### config.mk
export PLATFORM = sky130hd
export DESIGN_NAME = lobm_pick
export DESIGN_NICKNAME = d
export VERILOG_FILES = /design/src/sv/limit_order_book_matcher_assert.svh /design/src/sv/lobm_pick.sv
export SDC_FILE = /design/constraint.sdc
export NUM_CORES = 1
export LEC_CHECK = 0
export ABC_AREA = 0
export BUFFER_PORTS_ARGS = -buffer_cell sky130_fd_sc_hd__buf_2
export CELL_PAD_IN_SITES_DETAIL_PLACEMENT = 1
export CELL_PAD_IN_SITES_GLOBAL_PLACEMENT = 1
export CORE_UTILIZATION = 30
export DETAILED_ROUTE_END_ITERATION = 6
export PLACE_DENSITY = 0.9
export RECOVER_POWER = 50
export SYNTH_ARGS = -nofsm -noshare
export SYNTH_HDL_FRONTEND = slang
export SYNTH_SLANG_ARGS = --single-unit
### constraint.sdc
create_clock -name vclk -period 1.6
set_input_delay 0.24 -clock vclk [all_inputs]
set_output_delay 0.24 -clock vclk [all_outputs]
set_load 0.02 [all_outputs]
### src/sv/limit_order_book_matcher_assert.svh
// Assertion macros for the order book matcher.
`ifndef LIMIT_ORDER_BOOK_MATCHER_ASSERT_SVH
`define LIMIT_ORDER_BOOK_MATCHER_ASSERT_SVH

// Implication checked at every clock edge outside reset.
`define LOBM_CHECK(label, ante, cons, msg) \
	label: assert property (@(posedge clk) disable iff (!arst_n) (ante) |-> (cons)) \
		else $error(msg);

// Condition that must never be seen outside reset.
`define LOBM_NEVER(label, cond, msg) \
	`LOBM_CHECK(label, 1'b1, !(cond), msg)

`endif

### src/sv/lobm_pick.sv
// Priority pick of the lowest or highest set bit.
module lobm_pick #(
	parameter int N  = 32,
	parameter int IW = 5
) (
	input  logic [N-1:0]  vec,
	input  logic          lowest,
	output logic          found,
	output logic [IW-1:0] idx
);

	always_comb begin
		found = |vec;
		idx   = '0;
		if (lowest) begin
			for (int i = N - 1; i >= 0; i--) begin
				if (vec[i]) begin
					idx = IW'(i);
				end
			end
		end else begin
			for (int i = 0; i < N; i++) begin
				if (vec[i]) begin
					idx = IW'(i);
				end
			end
		end
	end

endmodule

==> flow_summary.json <==
{
  "die_w_um": 50.2,
  "drt_first_pass_iters": 4,
  "crit_chain": "buf_2, or4_4, o21ai_2, nand2_1, a21oi_1, o31a_1, buf_6",
  "finalWeightedCongestion": 0.971,
  "num-nets-final": 226,
  "netlist-cell-type-count": 39,
  "holdCritPathClass": "primary input to output pin",
  "criticalPathCategory": "primary input to output pin",
  "nClkBuffers": 0,
  "seq_area_um2": 0,
  "wire_per_inst_um": 25.6,
  "grt_util_met2_pct": 70.4,
  "design.core.area_um2": 2210,
  "syn2layout_area_growth_pct": 102,
  "synth_warnings": 0,
  "viasPerCell": 6.61,
  "crit_fanout": 5,
  "crit_family": "simple AND/OR/NAND/NOR gates",
  "pre_cts_ws_ns": -0.258,
  "finalPower_uw": 368,
  "antenna_found_initial": 0,
  "use_met3_pct": 4.24,
  "relSlewSlack_pct": 72.9,
  "drv_slew": 0,
  "yosys-top-cells-count": "20 x nor2_1, 13 x a21oi_1, 10 x inv_1",
  "slowest_delay_ns": 0.53,
  "routed_wl_mm": 5.62,
  "dp_cells": 218,
  "arrival_ns": 1.72,
  "synth_top_cell_by_area": "nor2_1",
  "fin_cells": 219,
  "syn_avg_cell_area_um2": 5.87,
  "drt_iter0_markers": 66,
  "drt_drc_violations_left": 0,
  "ys_seq_area_share_pct": 0,
  "synth_nets": 152,
  "finalSetupViolations": 6,
  "ios": 39,
  "hold_buffers": 0,
  "syn_inst": 119,
  "final_area_um2": 1410,
  "std_cell_rows": 17,
  "dr_total_vias": 1448,
  "grt_setup_unrepaired": "yes",
  "worst_pin_slew_ns": 0.401,
  "power_leakage_nw": 0.584,
  "crit_path_end_kind": "output pin",
  "p_per_area_nw_per_um2": 261,
  "vdd_drop_max_mv": 0.174,
  "start_util_pct": 31.6,
  "status": "complete, but fails checks",
  "cp_data_required_time_ns": 1.36,
  "hold_viol": 0,
  "grt_max_degree": 10,
  "violations": "setup timing",
  "critPathSlowestCell": "or4_4",
  "ys_top_cells_by_area": "nor2_1 11%, a21oi_1 9.3%, nor3_1 6.5%, o21ai_0 5.7%, inv_1 5.4%",
  "synth_area_um2": 698,
  "place_area_um2": 1170,
  "cp-start-kind": "primary input",
  "drive_gt1_share_pct": 56.0,
  "fillCellCount": 284,
  "use_met1_pct": 41.8,
  "yosysMostFrequentCell": "nor2_1",
  "post-route-period-util_pct": 122,
  "grt_pass1_vias": 1495,
  "fin_ws_ns": -0.356,
  "synth.top_cell.area_share_pct": 10.8,
  "cp_num_buf_inv": 2,
  "drtAntennaViolNets": 0,
  "top_usage_layer": "met2",
  "track_usage_pct": 39.2,
  "multi_input_area_um2": 828,
  "port_buffers": 39,
  "drv_cap": 0,
  "antennaDiodeCount": 0,
  "n_sequential_cell": 0,
  "fin_crit_ns": 1.96,
  "grt_pass1_wl_mm": 7.47,
  "max_freq_mhz": 511,
  "dieArea_um2": 2520,
  "overflow": 0,
  "die_y_um": 50.2,
  "place_hpwl_mm": 2.94
}
[repair_timing]
action / 4_1_cts / 5_1_grt
setup buffers: 1 / 0
setup endpoints to repair: 6 / 6
gates resized for setup: 40 / 18
gates cloned: 0 / 0
pin swaps: 17 / 13
[layout make-up]
| type | instances | share of cell area (%) |
|---|---|---|
| multi-input cells | 108 | 58.8 |
| repair buffers | 73 | 36.1 |
| inverters | 10 | 2.66 |
| well taps | 28 | 2.49 |
[metrics by stage]
stage / setup TNS [ns] / utilization, % / hold slack (ns)
5_1_grt: -1.35 / 63.7 / 0.932
6_report: -1.06 / 63.7 / 0.905
3_3_place_gp: -0.826 / 52.9 / 0.866
3_5_place_dp: -1.08 / 52.9 / 0.877
2_1_floorplan: 0 / - / 0.783
4_1_cts: -0.576 / 60.0 / 0.874
[logic make-up after synthesis]
group,count (synthesis),synth area share [%]
buffers and inverters,11,6.09
AO/OA/AOI/OAI,49,47.7
AND/OR/NAND/NOR,59,46.2
[cells in the final DEF, fill, tap and decap left out, drive strengths merged, types with 4 or more instances in the layout]
cell type	synthesis	routed
o211ai	4	4
nand2	5	5
nand2b	4	4
inv	10	10
nor4	7	7
o21ai	10	10
a21oi	13	13
nor3	9	9
buf	0	72
nor2	20	20
[final timing paths]
| path | start | to | slack [ns] | cells after the start |
|---|---|---|---|---|
| max | vec[8] | idx[2] | -0.36 | 7 |
| min | lowest | idx[4] | 0.90 | 3 |
[layer usage]
metal  vias up  share of wire (%)
met3        47                8.4
met4         0                8.7
met1       661                 36
met5         -                  0
li1        606                  -
met2       134                 47
[report_power, final]
part	leakage, nW	total [mW]	switching [mW]	internal, mW
sequential	0	0	0	0
clock	0	0	0	0
combinational	0.584	0.368	0.213	0.155
total	0.584	0.368	0.213	0.155
No activity file was read; power rests on OpenSTA's default activity.
