**config.mk**
```make
export PLATFORM = sky130hd
export DESIGN_NAME = lobm_ram
export DESIGN_NICKNAME = d
export VERILOG_FILES = /design/src/sv/limit_order_book_matcher_assert.svh /design/src/sv/lobm_ram.sv
export SDC_FILE = /design/constraint.sdc
export NUM_CORES = 1
export LEC_CHECK = 0
export BUFFER_PORTS_ARGS = -buffer_cell sky130_fd_sc_hd__buf_2
export CORE_MARGIN = 4
export CORE_UTILIZATION = 59
export CTS_CLUSTER_DIAMETER = 30
export DETAILED_ROUTE_END_ITERATION = 10
export HOLD_SLACK_MARGIN = 0.03
export PLACE_DENSITY = 0.88
export SETUP_SLACK_MARGIN = 0.4
export SYNTH_ARGS = -nofsm -noshare
export SYNTH_HDL_FRONTEND = slang
export SYNTH_SLANG_ARGS = --single-unit
```
**constraint.sdc**
```tcl
create_clock -name clk -period 2.7 [get_ports clk]
set_input_delay 0.54 -clock clk [delete_from_list [all_inputs] [get_ports clk]]
set_output_delay 0.54 -clock clk [all_outputs]
set_load 0.02 [all_outputs]
```
**src/sv/limit_order_book_matcher_assert.svh**
```systemverilog
// Assertion macros for the order book matcher.
`ifndef LIMIT_ORDER_BOOK_MATCHER_ASSERT_SVH
`define LIMIT_ORDER_BOOK_MATCHER_ASSERT_SVH

// Implication checked at every clock edge outside reset.
`define LOBM_CHECK(label, ante, cons, msg) \
	label: assert property (@(posedge clk) disable iff (!arst_n) (ante) |-> (cons)) \
		else $error(msg);

// Condition that must never be seen outside reset.
`define LOBM_NEVER(label, cond, msg) \
	`LOBM_CHECK(label, 1'b1, !(cond), msg)

`endif

```
**src/sv/lobm_ram.sv**
```systemverilog
module lobm_ram #(
	parameter int W = 8,
	parameter int D = 16
) (
	input  logic                 clk,
	input  logic                 we,
	input  logic [$clog2(D)-1:0] waddr,
	input  logic [W-1:0]         wdata,
	input  logic [$clog2(D)-1:0] raddr,
	output logic [W-1:0]         rdata
);

	logic [W-1:0] mem [D];

	always_ff @(posedge clk) begin
		if (we) begin
			mem[waddr] <= wdata;
		end
		rdata <= mem[raddr];
	end

endmodule

```
==> run metrics <==
RePlAce Congestion=0.803; first-pass GRT wire length=16.5 mm; clock sinks=136; Synth Area per Inst=22.5 um2; relative slew slack=0.479; layout cells sized above 1=0.311; hold path depth=1; H-tree depth=4; Worst-Skew Late Latency=0.50 ns; Worst IR Drop VDD=between 0.6 and 0.7 mV; TritonCTS buffer count=17; post-synth cell types=19; Critical Path Max Stage Delay=roughly 0.62 ns; Starting Density=0.617; core area=about 8300 um2; post-route ant nets=0; max-cap violations=0; worst reg2reg startpoint=mem[9][5]$_DFFE_PP_; clock root buffer=clkbuf_8; I/O pin count=26; Warnings, synthesis=0; Post-CTS Setup Bufs=0; maximum fanout along the worst path=8; Iteration-0 DRC Markers=266; DR vias=about 2600; final worst path period share=0.625; placed cells=approximately 370; Worst Clk Skew=around 0.0099 ns; crit path capture type=register; fmax=592 MHz; hpwl dp=6.37 mm; fin nets=298; worst setup path class=primary input to register; register area share after synthesis=0.778; # port buffers=25; min-delay worst type=primary input to register; Area Overhead vs Synth=17.2%; Worst R2R Path Depth=3; Final min period=1.69 ns; DP Area=5460 um2; gr usage total=0.232; Seq cells post-synth=between 100 and 150; CP Launch Type=primary input; fin. max-slew vios=0; GR Overflow Total=0; CTS tree=yes; final instance area=6030 um2; chip width=about 100 um; total iterations of the first detailed-routing run=5; delay-heaviest family, CP=simple AND/OR/NAND/NOR gates; pin count of the biggest net entering global routing=19; total length of routed wires=around 11 mm; Site Rows=33; vias per inst=6.59; WP data arrival=1.82 ns; RSZ-0062 raised after global routing=no; Critical Path Slowest Stage Cell=nor2_1; DIE AREA=10300 um2; fin cells=slightly below 400; Post-Syn Area=5150 um2; TNS Setup=0 ns; Pwr Total=0.00483 W; Residual DRC=0; n_diodes=0; Final Util=0.723; number of global-route vias before repair=between 2000 and 3000; Post-Syn Nets=247; antenna violations before repair=0; Setup violations, final=0; worst-case clock buffer depth=2; Die H=101 um; critical path buffer and inverter count=1; worst path cell trace=buf_2 -> or3b_2 -> nor2_1; Crit path depth=3; startpoint of the worst hold path=wdata[4]; Post-Synthesis Cells=229; Critical Path Start=waddr[2]; Crit path required time=~2.8 ns; # hold bufs at CTS=0; Worst Tran Pin Value=0.779 ns; WL/cell=~27 um; CTS resizes=0; Worst-path clk slew=0.06 ns; PwrDens=around 800 nW/um2; Final Hold Vio Count=0; status=finished, final reports clean; Pleak=around 2.1 nW
-- metal layers --
metal | up-vias | global-route usage | routed length (um) | part of all wire
met2 | 183 | 0.363 | 5320 | 0.50
met3 | 20 | 0.0647 | 975 | 0.091
li1 | 1077 | - | - | -
met5 | - | 0 | 0 | 0
met4 | 0 | 0.0818 | 233 | 0.022
met1 | 1343 | 0.320 | 4140 | 0.39
-- Yosys cell counts --
cell type        number  share of area
and2b_1               1         0.0015
and2_1                1         0.0012
clkdlybuf4s25_2       3         0.0058
nor2_1               13         0.0095
nor3_1                4         0.0039
mux4_1               14          0.071
dfxtp_1               8          0.031
a22oi_1              16          0.023
nand2b_1              2         0.0024
buf_6                 3         0.0066
nand3_1               1        0.00097
mux4_2               18          0.079
nand2_1               9         0.0066
buf_2                 3         0.0029
edfxtp_1            128           0.75
buf_4                 1         0.0015
nor2b_1               1         0.0012
or3b_2                1         0.0017
nand3b_1              2         0.0029
-- kinds of logic (layout without fill, tap and decap cells) --
group | Yosys count | in the layout | share of synthesized area
AO/OA/AOI/OAI | 16 | 16 | 0.0233
buffers and inverters | 10 | 74 | 0.0168
flip-flops | 136 | 136 | 0.778
multiplexers | 32 | 32 | 0.150
AND/OR/NAND/NOR | 35 | 35 | 0.0318
-- flip-flops by register name, indices dropped and copies added, names as in the netlist --
signal	cells
mem	128
rdata	8
-- power by group --
part | internal, W | switching (W)
combinational | 0.0000931 | 0.000144
clock | 0.00139 | 0.000823
sequential | 0.00236 | 0.0000176
total | 0.00384 | 0.000985
-- layout by cell type (no fill, tap or decap), types with 3 or more instances in the layout --
master     netlist  routed
edfxtp_1       128     128
buf_2            3      25
mux4_2          18      18
a22oi_1         16      16
clkbuf_16        0      16
buf_4            1      16
mux4_1          14      14
nor2_1          13      13
nand2_1          9       9
dfxtp_1          8       8
clkinv_2         0       6
nor3_1           4       4
bufinv_16        0       3
-- path summary, 6_finish.rpt --
path / to / slack [ns]
worst max-delay path: mem[3][3]$_DFFE_PP_ / 1.01
worst min-delay path: mem[14][4]$_DFFE_PP_ / 0.42
worst max register to register: rdata[5]$_DFF_P_ / 1.22
worst min register to register: rdata[7]$_DFF_P_ / 0.70
-- stage by stage --
stage	setup WS, ns	hold slack, ns
4_1_cts	1.04	0.406
2_1_floorplan	0.667	0.629
3_3_place_gp	0.533	0.655
5_1_grt	0.971	0.415
6_report	1.01	0.421
3_5_place_dp	0.512	0.653
-- area by class of cell --
type / instances / area [um2]
multi-input combinational: 83 / 1060
fill: 466 / 2310
clock buffer: 17 / 414
clock inverter: 15 / 160
sequential: 136 / 4000
timing repair buffer: 42 / 265
tap: 105 / 131
(Power assumes the default switching activity.)
